$ cat config.mk
export PLATFORM = sky130hd
export DESIGN_NAME = delta_timer_queue
export DESIGN_NICKNAME = d
export VERILOG_FILES = /design/src/hdl/dtq_pkg.sv /design/src/hdl/dtq_ram.sv /design/src/hdl/dtq_ctrl.sv /design/src/hdl/dtq_dpath.sv /design/src/hdl/delta_timer_queue.sv
export SDC_FILE = /design/constraint.sdc
export NUM_CORES = 2
export LEC_CHECK = 0
export ABC_CLOCK_PERIOD_IN_PS = 17900
export BUFFER_PORTS_ARGS = -buffer_cell sky130_fd_sc_hd__buf_2
export CORE_ASPECT_RATIO = 1.1
export CORE_MARGIN = 2
export CORE_UTILIZATION = 55
export CTS_CLUSTER_DIAMETER = 150
export CTS_CLUSTER_SIZE = 16
export DETAILED_ROUTE_END_ITERATION = 7
export HOLD_SLACK_MARGIN = 0.15
export PLACE_DENSITY = 0.72
export SYNTH_ARGS = -nofsm -noshare
export SYNTH_HDL_FRONTEND = slang
export SYNTH_SLANG_ARGS = --single-unit
$ cat constraint.sdc
create_clock -name clk -period 17.9 [get_ports clk]
set_input_delay 3.58 -clock clk [delete_from_list [all_inputs] [get_ports clk]]
set_output_delay 3.58 -clock clk [all_outputs]
set_load 0.02 [all_outputs]
$ cat src/hdl/dtq_pkg.sv
`default_nettype none
package dtq_pkg;

	localparam int NUM_TIMERS_DEF = 16;
	localparam int TICK_WIDTH_DEF = 32;

	// input item kinds
	localparam logic [1:0] KIND_TICK   = 2'd0;
	localparam logic [1:0] KIND_START  = 2'd1;
	localparam logic [1:0] KIND_CANCEL = 2'd2;
	localparam logic [1:0] KIND_READ   = 2'd3;

	// result kinds
	localparam logic [1:0] RES_EXPIRED = 2'd0;
	localparam logic [1:0] RES_REMAIN  = 2'd1;
	localparam logic [1:0] RES_NEXT    = 2'd2;
	localparam logic [1:0] RES_EMPTY   = 2'd3;

	typedef enum logic [3:0] {
		OP_NOP,
		OP_LOAD,
		OP_EMIT_EMPTY,
		OP_EMIT_ZERO,
		OP_TICK_BEGIN,
		OP_TICK_STEP,
		OP_WALK_BEGIN,
		OP_READ_STEP,
		OP_UNLINK_STEP,
		OP_FIX,
		OP_EMIT_REM,
		OP_INS_BEGIN,
		OP_INS_STEP,
		OP_INS_FIN1,
		OP_INS_FIN2
	} op_t;

	typedef struct packed {
		logic [1:0] kind;
		logic       id_valid;
		logic       id_ok;
		logic       head_nil;
		logic       found;
		logic       link_nil;
		logic       expire;
		logic       ins_lt;
	} status_t;

endpackage
`default_nettype wire

$ cat src/hdl/dtq_ram.sv
`default_nettype none
module dtq_ram #(
	parameter int WIDTH = 8,
	parameter int DEPTH = 16
) (
	input  wire logic                     clk,
	input  wire logic                     we,
	input  wire logic [$clog2(DEPTH)-1:0] waddr,
	input  wire logic [WIDTH-1:0]         wdata,
	input  wire logic [$clog2(DEPTH)-1:0] raddr,
	output logic      [WIDTH-1:0]         rdata
);

	logic [WIDTH-1:0] mem_q [DEPTH];

	always_ff @(posedge clk) begin
		if (we) begin
			mem_q[waddr] <= wdata;
		end
		rdata <= mem_q[raddr];
	end

endmodule
`default_nettype wire

$ cat src/hdl/dtq_ctrl.sv
`default_nettype none
module dtq_ctrl (
	input  wire logic             clk,
	input  wire logic             arst_n,
	input  wire logic             start,
	input  wire dtq_pkg::status_t stat,
	output dtq_pkg::op_t          op,
	output logic                  busy
);

	typedef enum logic [3:0] {
		ST_IDLE,
		ST_DECODE,
		ST_TICK_WALK,
		ST_TICK_EMPTY,
		ST_READ_WALK,
		ST_UNLINK,
		ST_UNLINK_FIX,
		ST_UNLINK_DONE,
		ST_INS_START,
		ST_INS_WALK,
		ST_INS_FIN1,
		ST_INS_FIN2
	} state_t;

	state_t state_q, state_d;

	always_comb begin
		state_d = state_q;
		op      = dtq_pkg::OP_NOP;
		unique case (state_q)
			ST_IDLE: begin
				if (start) begin
					op      = dtq_pkg::OP_LOAD;
					state_d = ST_DECODE;
				end
			end
			ST_DECODE: begin
				unique case (stat.kind)
					dtq_pkg::KIND_TICK: begin
						if (stat.head_nil) begin
							op      = dtq_pkg::OP_EMIT_EMPTY;
							state_d = ST_IDLE;
						end else begin
							op      = dtq_pkg::OP_TICK_BEGIN;
							state_d = ST_TICK_WALK;
						end
					end
					dtq_pkg::KIND_START: begin
						priority if (!stat.id_valid) begin
							state_d = ST_IDLE;
						end else if (stat.id_ok) begin
							op      = dtq_pkg::OP_WALK_BEGIN;
							state_d = ST_UNLINK;
						end else begin
							state_d = ST_INS_START;
						end
					end
					dtq_pkg::KIND_CANCEL: begin
						if (stat.id_ok) begin
							op      = dtq_pkg::OP_WALK_BEGIN;
							state_d = ST_UNLINK;
						end else begin
							op      = dtq_pkg::OP_EMIT_ZERO;
							state_d = ST_IDLE;
						end
					end
					default: begin
						if (stat.id_ok) begin
							op      = dtq_pkg::OP_WALK_BEGIN;
							state_d = ST_READ_WALK;
						end else begin
							op      = dtq_pkg::OP_EMIT_ZERO;
							state_d = ST_IDLE;
						end
					end
				endcase
			end
			ST_TICK_WALK: begin
				op = dtq_pkg::OP_TICK_STEP;
				if (!stat.expire) begin
					state_d = ST_IDLE;
				end else if (stat.link_nil) begin
					state_d = ST_TICK_EMPTY;
				end
			end
			ST_TICK_EMPTY: begin
				op      = dtq_pkg::OP_EMIT_EMPTY;
				state_d = ST_IDLE;
			end
			ST_READ_WALK: begin
				op = dtq_pkg::OP_READ_STEP;
				if (stat.found) begin
					state_d = ST_IDLE;
				end
			end
			ST_UNLINK: begin
				op = dtq_pkg::OP_UNLINK_STEP;
				if (stat.found) begin
					state_d = stat.link_nil ? ST_UNLINK_DONE : ST_UNLINK_FIX;
				end
			end
			ST_UNLINK_FIX: begin
				op      = dtq_pkg::OP_FIX;
				state_d = ST_UNLINK_DONE;
			end
			ST_UNLINK_DONE: begin
				if (stat.kind == dtq_pkg::KIND_CANCEL) begin
					op      = dtq_pkg::OP_EMIT_REM;
					state_d = ST_IDLE;
				end else begin
					state_d = ST_INS_START;
				end
			end
			ST_INS_START: begin
				op      = dtq_pkg::OP_INS_BEGIN;
				state_d = stat.head_nil ? ST_INS_FIN1 : ST_INS_WALK;
			end
			ST_INS_WALK: begin
				op = dtq_pkg::OP_INS_STEP;
				if (stat.ins_lt || stat.link_nil) begin
					state_d = ST_INS_FIN1;
				end
			end
			ST_INS_FIN1: begin
				op      = dtq_pkg::OP_INS_FIN1;
				state_d = ST_INS_FIN2;
			end
			ST_INS_FIN2: begin
				op      = dtq_pkg::OP_INS_FIN2;
				state_d = ST_IDLE;
			end
			default: begin
				state_d = ST_IDLE;
			end
		endcase
	end

	always_ff @(posedge clk or negedge arst_n) begin
		if (!arst_n) begin
			state_q <= ST_IDLE;
			busy    <= 1'b0;
		end else begin
			state_q <= state_d;
			busy    <= (state_d != ST_IDLE);
		end
	end

	a_busy_track: assert property (@(posedge clk) disable iff (!arst_n)
		busy == (state_q != ST_IDLE))
		else $error("busy out of step with state");

	a_accept_decode: assert property (@(posedge clk) disable iff (!arst_n)
		(start && !busy) |=> (state_q == ST_DECODE))
		else $error("accepted item not decoded");

	a_walk_after_find: assert property (@(posedge clk) disable iff (!arst_n)
		(state_q == ST_UNLINK && stat.found) |=>
		(state_q == ST_UNLINK_FIX || state_q == ST_UNLINK_DONE))
		else $error("unlink did not finish after find");

endmodule
`default_nettype wire

$ cat src/hdl/dtq_dpath.sv
`default_nettype none
module dtq_dpath #(
	parameter int NUM_TIMERS = dtq_pkg::NUM_TIMERS_DEF,
	parameter int TICK_WIDTH = dtq_pkg::TICK_WIDTH_DEF
) (
	input  wire logic             clk,
	input  wire logic             arst_n,
	input  wire dtq_pkg::op_t     op,
	output dtq_pkg::status_t      stat,
	input  wire logic [1:0]       kind,
	input  wire logic [3:0]       timer_id,
	input  wire logic [31:0]      duration,
	input  wire logic [15:0]      elapsed_ticks,
	output logic                  result_valid,
	output logic [1:0]            result_kind,
	output logic [3:0]            result_timer,
	output logic [31:0]           remaining,
	output logic                  last
);

	localparam int AW = $clog2(NUM_TIMERS);
	localparam int SW = $clog2(NUM_TIMERS + 1);
	localparam int DW = ((TICK_WIDTH > 16) ? TICK_WIDTH : 16) + 2;
	localparam logic [SW-1:0] NIL = SW'(NUM_TIMERS);
	localparam logic [63:0] TMAX = (64'd1 << TICK_WIDTH) - 64'd1;

	logic [1:0]              kind_q;
	logic [3:0]              id_q;
	logic [31:0]             dur_q;
	logic [15:0]             elap_q;
	logic [SW-1:0]           head_q, cur_q, prev_q;
	logic [NUM_TIMERS-1:0]   active_q;
	logic signed [DW-1:0]    work_q, dlt_q;

	logic [DW-1:0]           rd_delta_raw;
	logic signed [DW-1:0]    rd_delta;
	logic [SW-1:0]           rd_link;
	logic [AW-1:0]           raddr, d_waddr, l_waddr;
	logic                    d_we, l_we;
	logic signed [DW-1:0]    d_wdata;
	logic [SW-1:0]           l_wdata;

	logic [SW-1:0]           id_slot;
	logic                    id_valid, id_ok, prev_ok, found, expire, ins_lt;
	logic signed [DW-1:0]    sum, ins_diff, ins_rem, dsat;
	logic [63:0]             dur64;

	function automatic logic [31:0] clamp32(input logic signed [DW-1:0] v);
		logic signed [63:0] w;
		w = 64'(v);
		if (w < 0) begin
			return 32'd0;
		end else if (w > 64'sh0000_0000_FFFF_FFFF) begin
			return 32'hFFFF_FFFF;
		end
		return w[31:0];
	endfunction

	dtq_ram #(.WIDTH(DW), .DEPTH(NUM_TIMERS)) u_delta (
		.clk   (clk),
		.we    (d_we),
		.waddr (d_waddr),
		.wdata (d_wdata),
		.raddr (raddr),
		.rdata (rd_delta_raw)
	);

	dtq_ram #(.WIDTH(SW), .DEPTH(NUM_TIMERS)) u_link (
		.clk   (clk),
		.we    (l_we),
		.waddr (l_waddr),
		.wdata (l_wdata),
		.raddr (raddr),
		.rdata (rd_link)
	);

	assign rd_delta = $signed(rd_delta_raw);
	assign id_slot  = SW'(id_q);
	assign id_valid = (32'(id_q) < 32'(NUM_TIMERS));
	assign id_ok    = id_valid && active_q[id_slot[AW-1:0]];
	assign prev_ok  = (prev_q != NIL);
	assign found    = (cur_q == id_slot);
	assign sum      = work_q + rd_delta;
	assign expire   = (sum <= 0);
	assign ins_lt   = (work_q < rd_delta);
	assign ins_diff = rd_delta - work_q;
	assign ins_rem  = work_q - rd_delta;
	assign dur64    = 64'(dur_q);
	assign dsat     = DW'((dur64 > TMAX) ? TMAX : dur64);

	always_comb begin
		stat.kind     = kind_q;
		stat.id_valid = id_valid;
		stat.id_ok    = id_ok;
		stat.head_nil = (head_q == NIL);
		stat.found    = found;
		stat.link_nil = (rd_link == NIL);
		stat.expire   = expire;
		stat.ins_lt   = ins_lt;
	end

	// memory ports
	always_comb begin
		raddr   = head_q[AW-1:0];
		d_we    = 1'b0;
		d_waddr = cur_q[AW-1:0];
		d_wdata = sum;
		l_we    = 1'b0;
		l_waddr = prev_q[AW-1:0];
		l_wdata = rd_link;
		unique case (op)
			dtq_pkg::OP_TICK_STEP: begin
				raddr = rd_link[AW-1:0];
				d_we  = !expire;
			end
			dtq_pkg::OP_READ_STEP: begin
				raddr = rd_link[AW-1:0];
			end
			dtq_pkg::OP_UNLINK_STEP: begin
				raddr = rd_link[AW-1:0];
				l_we  = found && prev_ok;
			end
			dtq_pkg::OP_FIX: begin
				d_we    = 1'b1;
				d_wdata = rd_delta + dlt_q;
			end
			dtq_pkg::OP_INS_STEP: begin
				raddr   = rd_link[AW-1:0];
				d_we    = ins_lt;
				d_wdata = ins_diff;
			end
			dtq_pkg::OP_INS_FIN1: begin
				d_we    = 1'b1;
				d_waddr = id_slot[AW-1:0];
				d_wdata = work_q;
				l_we    = 1'b1;
				l_waddr = id_slot[AW-1:0];
				l_wdata = cur_q;
			end
			dtq_pkg::OP_INS_FIN2: begin
				l_we    = prev_ok;
				l_wdata = id_slot;
			end
			default: begin
			end
		endcase
	end

	always_ff @(posedge clk or negedge arst_n) begin
		if (!arst_n) begin
			head_q       <= NIL;
			active_q     <= '0;
			result_valid <= 1'b0;
		end else begin
			result_valid <= 1'b0;
			unique case (op)
				dtq_pkg::OP_EMIT_EMPTY, dtq_pkg::OP_EMIT_ZERO,
				dtq_pkg::OP_EMIT_REM: begin
					result_valid <= 1'b1;
				end
				dtq_pkg::OP_TICK_STEP: begin
					result_valid <= 1'b1;
					if (expire) begin
						active_q[cur_q[AW-1:0]] <= 1'b0;
						head_q <= rd_link;
					end
				end
				dtq_pkg::OP_READ_STEP: begin
					result_valid <= found;
				end
				dtq_pkg::OP_UNLINK_STEP: begin
					if (found) begin
						active_q[id_slot[AW-1:0]] <= 1'b0;
						if (!prev_ok) begin
							head_q <= rd_link;
						end
					end
				end
				dtq_pkg::OP_INS_FIN2: begin
					active_q[id_slot[AW-1:0]] <= 1'b1;
					if (!prev_ok) begin
						head_q <= id_slot;
					end
				end
				default: begin
				end
			endcase
		end
	end

	always_ff @(posedge clk) begin
		unique case (op)
			dtq_pkg::OP_LOAD: begin
				kind_q <= kind;
				id_q   <= timer_id;
				dur_q  <= duration;
				elap_q <= elapsed_ticks;
			end
			dtq_pkg::OP_EMIT_EMPTY: begin
				result_kind  <= dtq_pkg::RES_EMPTY;
				result_timer <= 4'd0;
				remaining    <= 32'd0;
				last         <= 1'b1;
			end
			dtq_pkg::OP_EMIT_ZERO: begin
				result_kind  <= dtq_pkg::RES_REMAIN;
				result_timer <= id_q;
				remaining    <= 32'd0;
				last         <= 1'b1;
			end
			dtq_pkg::OP_TICK_BEGIN: begin
				cur_q  <= head_q;
				work_q <= -$signed(DW'(elap_q));
			end
			dtq_pkg::OP_TICK_STEP: begin
				result_timer <= 4'(cur_q);
				if (expire) begin
					// carry lateness into the next entry
					work_q       <= sum;
					cur_q        <= rd_link;
					result_kind  <= dtq_pkg::RES_EXPIRED;
					remaining    <= 32'd0;
					last         <= 1'b0;
				end else begin
					result_kind  <= dtq_pkg::RES_NEXT;
					remaining    <= clamp32(sum);
					last         <= 1'b1;
				end
			end
			dtq_pkg::OP_WALK_BEGIN: begin
				cur_q  <= head_q;
				prev_q <= NIL;
				work_q <= '0;
			end
			dtq_pkg::OP_READ_STEP: begin
				if (found) begin
					result_kind  <= dtq_pkg::RES_REMAIN;
					result_timer <= id_q;
					remaining    <= clamp32(sum);
					last         <= 1'b1;
				end else begin
					work_q <= sum;
					cur_q  <= rd_link;
				end
			end
			dtq_pkg::OP_UNLINK_STEP: begin
				work_q <= sum;
				cur_q  <= rd_link;
				if (found) begin
					dlt_q <= rd_delta;
				end else begin
					prev_q <= cur_q;
				end
			end
			dtq_pkg::OP_EMIT_REM: begin
				result_kind  <= dtq_pkg::RES_REMAIN;
				result_timer <= id_q;
				remaining    <= clamp32(work_q);
				last         <= 1'b1;
			end
			dtq_pkg::OP_INS_BEGIN: begin
				cur_q  <= head_q;
				prev_q <= NIL;
				work_q <= dsat;
			end
			dtq_pkg::OP_INS_STEP: begin
				if (!ins_lt) begin
					work_q <= ins_rem;
					prev_q <= cur_q;
					cur_q  <= rd_link;
				end
			end
			default: begin
			end
		endcase
	end

	a_empty_idle: assert property (@(posedge clk) disable iff (!arst_n)
		(head_q == NIL) == (active_q == '0))
		else $error("list head and active slots disagree");

	a_head_active: assert property (@(posedge clk) disable iff (!arst_n)
		(head_q != NIL) |-> active_q[head_q[AW-1:0]])
		else $error("head slot not active");

	a_burst: assert property (@(posedge clk) disable iff (!arst_n)
		(result_valid && !last) |=> result_valid)
		else $error("gap inside a result burst");

endmodule
`default_nettype wire

$ cat src/hdl/delta_timer_queue.sv
`default_nettype none
// Delta-list timer queue: one item at a time, busy high from accept until the item is done.
// Tick: E expired results, then a next-timer or empty result, all in consecutive cycles.
// Read and cancel walk the N queued entries one a cycle.
// Start: an unlink walk of an active timer, then an insert walk.
// The walk rate is set by the registered read of the delta and link memories.
// Reset clears the list and active bits at once; the receiver cannot stall results.
module delta_timer_queue #(
	parameter int NUM_TIMERS = dtq_pkg::NUM_TIMERS_DEF,
	parameter int TICK_WIDTH = dtq_pkg::TICK_WIDTH_DEF
) (
	input  wire logic        clk,
	input  wire logic        arst_n,
	input  wire logic        start,
	output logic             busy,
	input  wire logic [1:0]  kind,
	input  wire logic [3:0]  timer_id,
	input  wire logic [31:0] duration,
	input  wire logic [15:0] elapsed_ticks,
	output logic             result_valid,
	output logic [1:0]       result_kind,
	output logic [3:0]       result_timer,
	output logic [31:0]      remaining,
	output logic             last
);

	dtq_pkg::op_t     op;
	dtq_pkg::status_t stat;

	dtq_ctrl u_ctrl (
		.clk    (clk),
		.arst_n (arst_n),
		.start  (start),
		.stat   (stat),
		.op     (op),
		.busy   (busy)
	);

	dtq_dpath #(.NUM_TIMERS(NUM_TIMERS), .TICK_WIDTH(TICK_WIDTH)) u_dpath (
		.clk           (clk),
		.arst_n        (arst_n),
		.op            (op),
		.stat          (stat),
		.kind          (kind),
		.timer_id      (timer_id),
		.duration      (duration),
		.elapsed_ticks (elapsed_ticks),
		.result_valid  (result_valid),
		.result_kind   (result_kind),
		.result_timer  (result_timer),
		.remaining     (remaining),
		.last          (last)
	);

endmodule
`default_nettype wire
==> flow_summary_export.csv <==
group,metric,value,unit
outcome,outcome,"finished with violations",
outcome,violations,"DRC",
flow_run,cap_violations,0,
critical_path,rr_worst_depth,19,
layout,nNetsFinal,3370,
critical_path,cp_max_fo,16,
layout,antenna_cells,0,
worst_hold_path,hold_path.class,"reg -> reg",
route,viasPerCell,6.632,
place,port_buffers,97,
grt,antenna_found_initial,0,
route,drc,1,
route,final_antenna_net_count,0,
floorplanning,num_rows,104,
clock_tree,clk_pin_slew,0.08,ns
clock_tree,cts_root_buffer,"clkbuf_16",
grt,grt_max_degree,139,
grt,grt_use_total,0.2896,
critical_path,endpoint_kind,"flip-flop",
layout,areaGrowthSynthToFinish,8.309,%
critical_path,required,18.40,ns
sta,max_slew_margin,0.03573,
synthesis,yosysSeqAreaShare,0.6202,
sta,setup_viol,0,
layout,fillerInstances,5654,
sta,final.min_clock_period,7.317,ns
route,initialDrtViolationCount,3381,
grt,first_global_vias,26920,
floorplanning,initial_core_util,0.5565,
place,gp_congestion,0.9753,
sta,fin_tns_setup,0,ns
critical_path,cp-start-kind,"flip-flop",
sta,tightest_slew,1.446,ns
route,wl,113.4,mm
layout,multiInputGateArea,14600,um^2
layout,drive_gt1_frac,0.09524,
sta,period_share,0.4088,
clock_tree,cts_buffers,59,
clock_tree,clk_latency,0.67,ns
route,wl_per_cell,26.95,um
critical_path,arrival,7.82,ns
sta,final_hold_viol_count,0,
place,dp_hpwl,71.16,mm
clock_tree,cts_tree,"yes",
critical_path,path_class,"reg -> reg",
synthesis,syn-num-nets,3311,
sta,rsz0062_at_grt,"no",
synthesis,synth-seq-cells,861,
synthesis,synth_cell_types,95,
clock_tree,clk_path_buf_depth,3,
grt,grt_pass1_wl,168.4,mm
sta,max_freq,136.7,MHz
floorplanning,num_io_pins,98,
route,dr.pass1.iters,8,
worst_hold_path,whs_path_depth,0,
sta,drv_slew,0,
sta,clock_skew,0.03204,ns
clock_tree,ctsHoldBuffers,0,
floorplanning,dieArea,76450,um^2
synthesis,synth_edf_count,795,
layout,seqCellArea,25330,um^2
synthesis,syn_area,40840,um^2
floorplanning,fp.coreArea,73390,um^2
synthesis,syn_inst,3148,
floorplanning,die_w,263.8,um
layout,final_common_cell,"edfxtp_1",
layout,final_cell_mix,"795 x edfxtp_1, 325 x mux2i_1, 202 x nor2_1, 195 x o22ai_1, 170 x nand2_1",
clock_tree,cts_resized,0,
clock_tree,cts_max_level,2,
floorplanning,die_h,289.8,um
grt,grt_overflow_total,0,
synthesis,yosys_warnings,0,
route,vias,27920,
clock_tree,clock-sinks,861,
synthesis,synth_top_flop_cell,"edfxtp_1",
synthesis,syn_avg_cell_area,12.97,um^2
synthesis,async_flop_share,0.03136,
clock_tree,post_cts_buffers,0,
cell type report:
| class | instances | share of cell area |
|---|---|---|
| clock buffer | 105 | 0.03728 |
| clock inverter | 4 | 0.001839 |
| inverter | 88 | 0.007468 |
| sequential | 861 | 0.5727 |
| multi-input combinational | 2026 | 0.3300 |
| tap | 954 | 0.02698 |
| timing repair buffer | 171 | 0.02382 |
routing by layer:
layer	routed length (um)	track usage	up-vias
met2	52990	0.4652	1503
met4	5051	0.1188	0
met5	0	0	-
met1	45370	0.3951	13840
met3	10040	0.04735	277
li1	-	-	12300
critical path, stage by stage (launching register included):
cell	delay, ns
edfxtp_1	0.41
or4_1	0.61
nor4_1	0.41
nand3b_1	0.21
nand2b_1	0.37
or3_1	0.52
and3_1	0.22
a21oi_1	0.12
ha_1	0.26
nand4_1	0.19
or4_1	0.67
a211oi_1	0.68
nor3_1	0.23
o311ai_0	0.67
a21oi_1	0.18
o21ai_0	0.35
a21oi_1	0.13
mux2_2	0.27
o21ai_0	0.36
buf_4	0.29
through the flow:
stage          instance area [um^2]  setup WS (ns)  hold slack [ns]  utilization  cells
3_5_place_dp                  42500          10.10           0.5092       0.5791   4100
2_1_floorplan                 40840          11.72           0.4254            -   3148
6_report                      44230          10.58           0.5295       0.6027   4209
3_3_place_gp                  42500          10.19           0.5012       0.5791   4100
5_1_grt                       44230          10.44           0.5474       0.6027   4209
4_1_cts                       44230          10.75           0.5265       0.6027   4209
cells by family (layout without fill, tap and decap cells):
kind of cell / after synthesis / in the layout / synth area share
buffers and inverters: 261 / 368 / 0.02855
AND/OR/NAND/NOR: 720 / 720 / 0.08710
AO/OA/AOI/OAI: 733 / 733 / 0.1186
multiplexers: 340 / 340 / 0.08526
adder cells (fa/ha/maj): 106 / 106 / 0.03303
flip-flops: 861 / 861 / 0.6202
XOR/XNOR: 127 / 127 / 0.02724
path summary, 6_finish.rpt:
kind                                           startpoint                             to  slack [ns]
max in group asynchronous                          arst_n              u_ctrl.state_q[0]       14.45
worst min register to register  u_dpath.u_delta.rdata[27]              u_dpath.dlt_q[27]        0.53
min in group asynchronous                          arst_n            u_dpath.active_q[1]        2.99
worst min-delay path            u_dpath.u_delta.rdata[27]              u_dpath.dlt_q[27]        0.53
worst max register to register           u_dpath.dlt_q[5]  u_dpath.u_delta.mem_q[11][32]       10.58
worst max-delay path                     u_dpath.dlt_q[5]  u_dpath.u_delta.mem_q[11][32]       10.58
cell usage after synthesis (all sizes together), types with 10 or more instances:
| cell type | n | area share |
|---|---|---|
| inv | 87 | 0.0080 |
| o31ai | 17 | 0.0031 |
| nor3 | 45 | 0.0058 |
| o211ai | 17 | 0.0031 |
| dfrtp | 26 | 0.016 |
| clkbuf | 100 | 0.0093 |
| o311ai | 15 | 0.0032 |
| a211oi | 16 | 0.0031 |
| nand2b | 40 | 0.0061 |
| a21o | 43 | 0.0079 |
| a221oi | 16 | 0.0034 |
| a21oi | 119 | 0.015 |
| nor3b | 10 | 0.0021 |
| or4 | 50 | 0.0092 |
| nor2 | 221 | 0.020 |
| a31oi | 16 | 0.0026 |
| o21ai | 136 | 0.017 |
| a222oi | 19 | 0.0047 |
| o21a | 12 | 0.0022 |
| or2 | 11 | 0.0017 |
| o22ai | 195 | 0.030 |
| mux2i | 328 | 0.080 |
| xor2 | 46 | 0.0099 |
| ha | 103 | 0.032 |
| and3 | 17 | 0.0026 |
| dfxtp | 39 | 0.019 |
| nor2b | 28 | 0.0043 |
| nand2 | 175 | 0.016 |
| buf | 73 | 0.011 |
| xnor2 | 81 | 0.017 |
| nor4 | 29 | 0.0044 |
| edfxtp | 795 | 0.58 |
| or3 | 10 | 0.0015 |
| nand3 | 40 | 0.0049 |
| nand4 | 15 | 0.0023 |
| a22oi | 23 | 0.0042 |
sequential cells by signal (all words and copies together), names as in the netlist, 5 cells and up:
signal                 flops
u_dpath.remaining         32
u_dpath.cur_q              5
u_dpath.u_link.rdata       5
u_dpath.u_link.mem_q      80
u_dpath.dur_q             32
u_dpath.work_q            34
u_dpath.u_delta.rdata     34
u_dpath.active_q          16
u_dpath.dlt_q             34
u_dpath.elap_q            16
u_dpath.u_delta.mem_q    544
u_dpath.head_q             5
u_dpath.prev_q             5
Power is not shown: default switching activity piles up to over one toggle a cycle in this logic, so the estimate is an artifact.
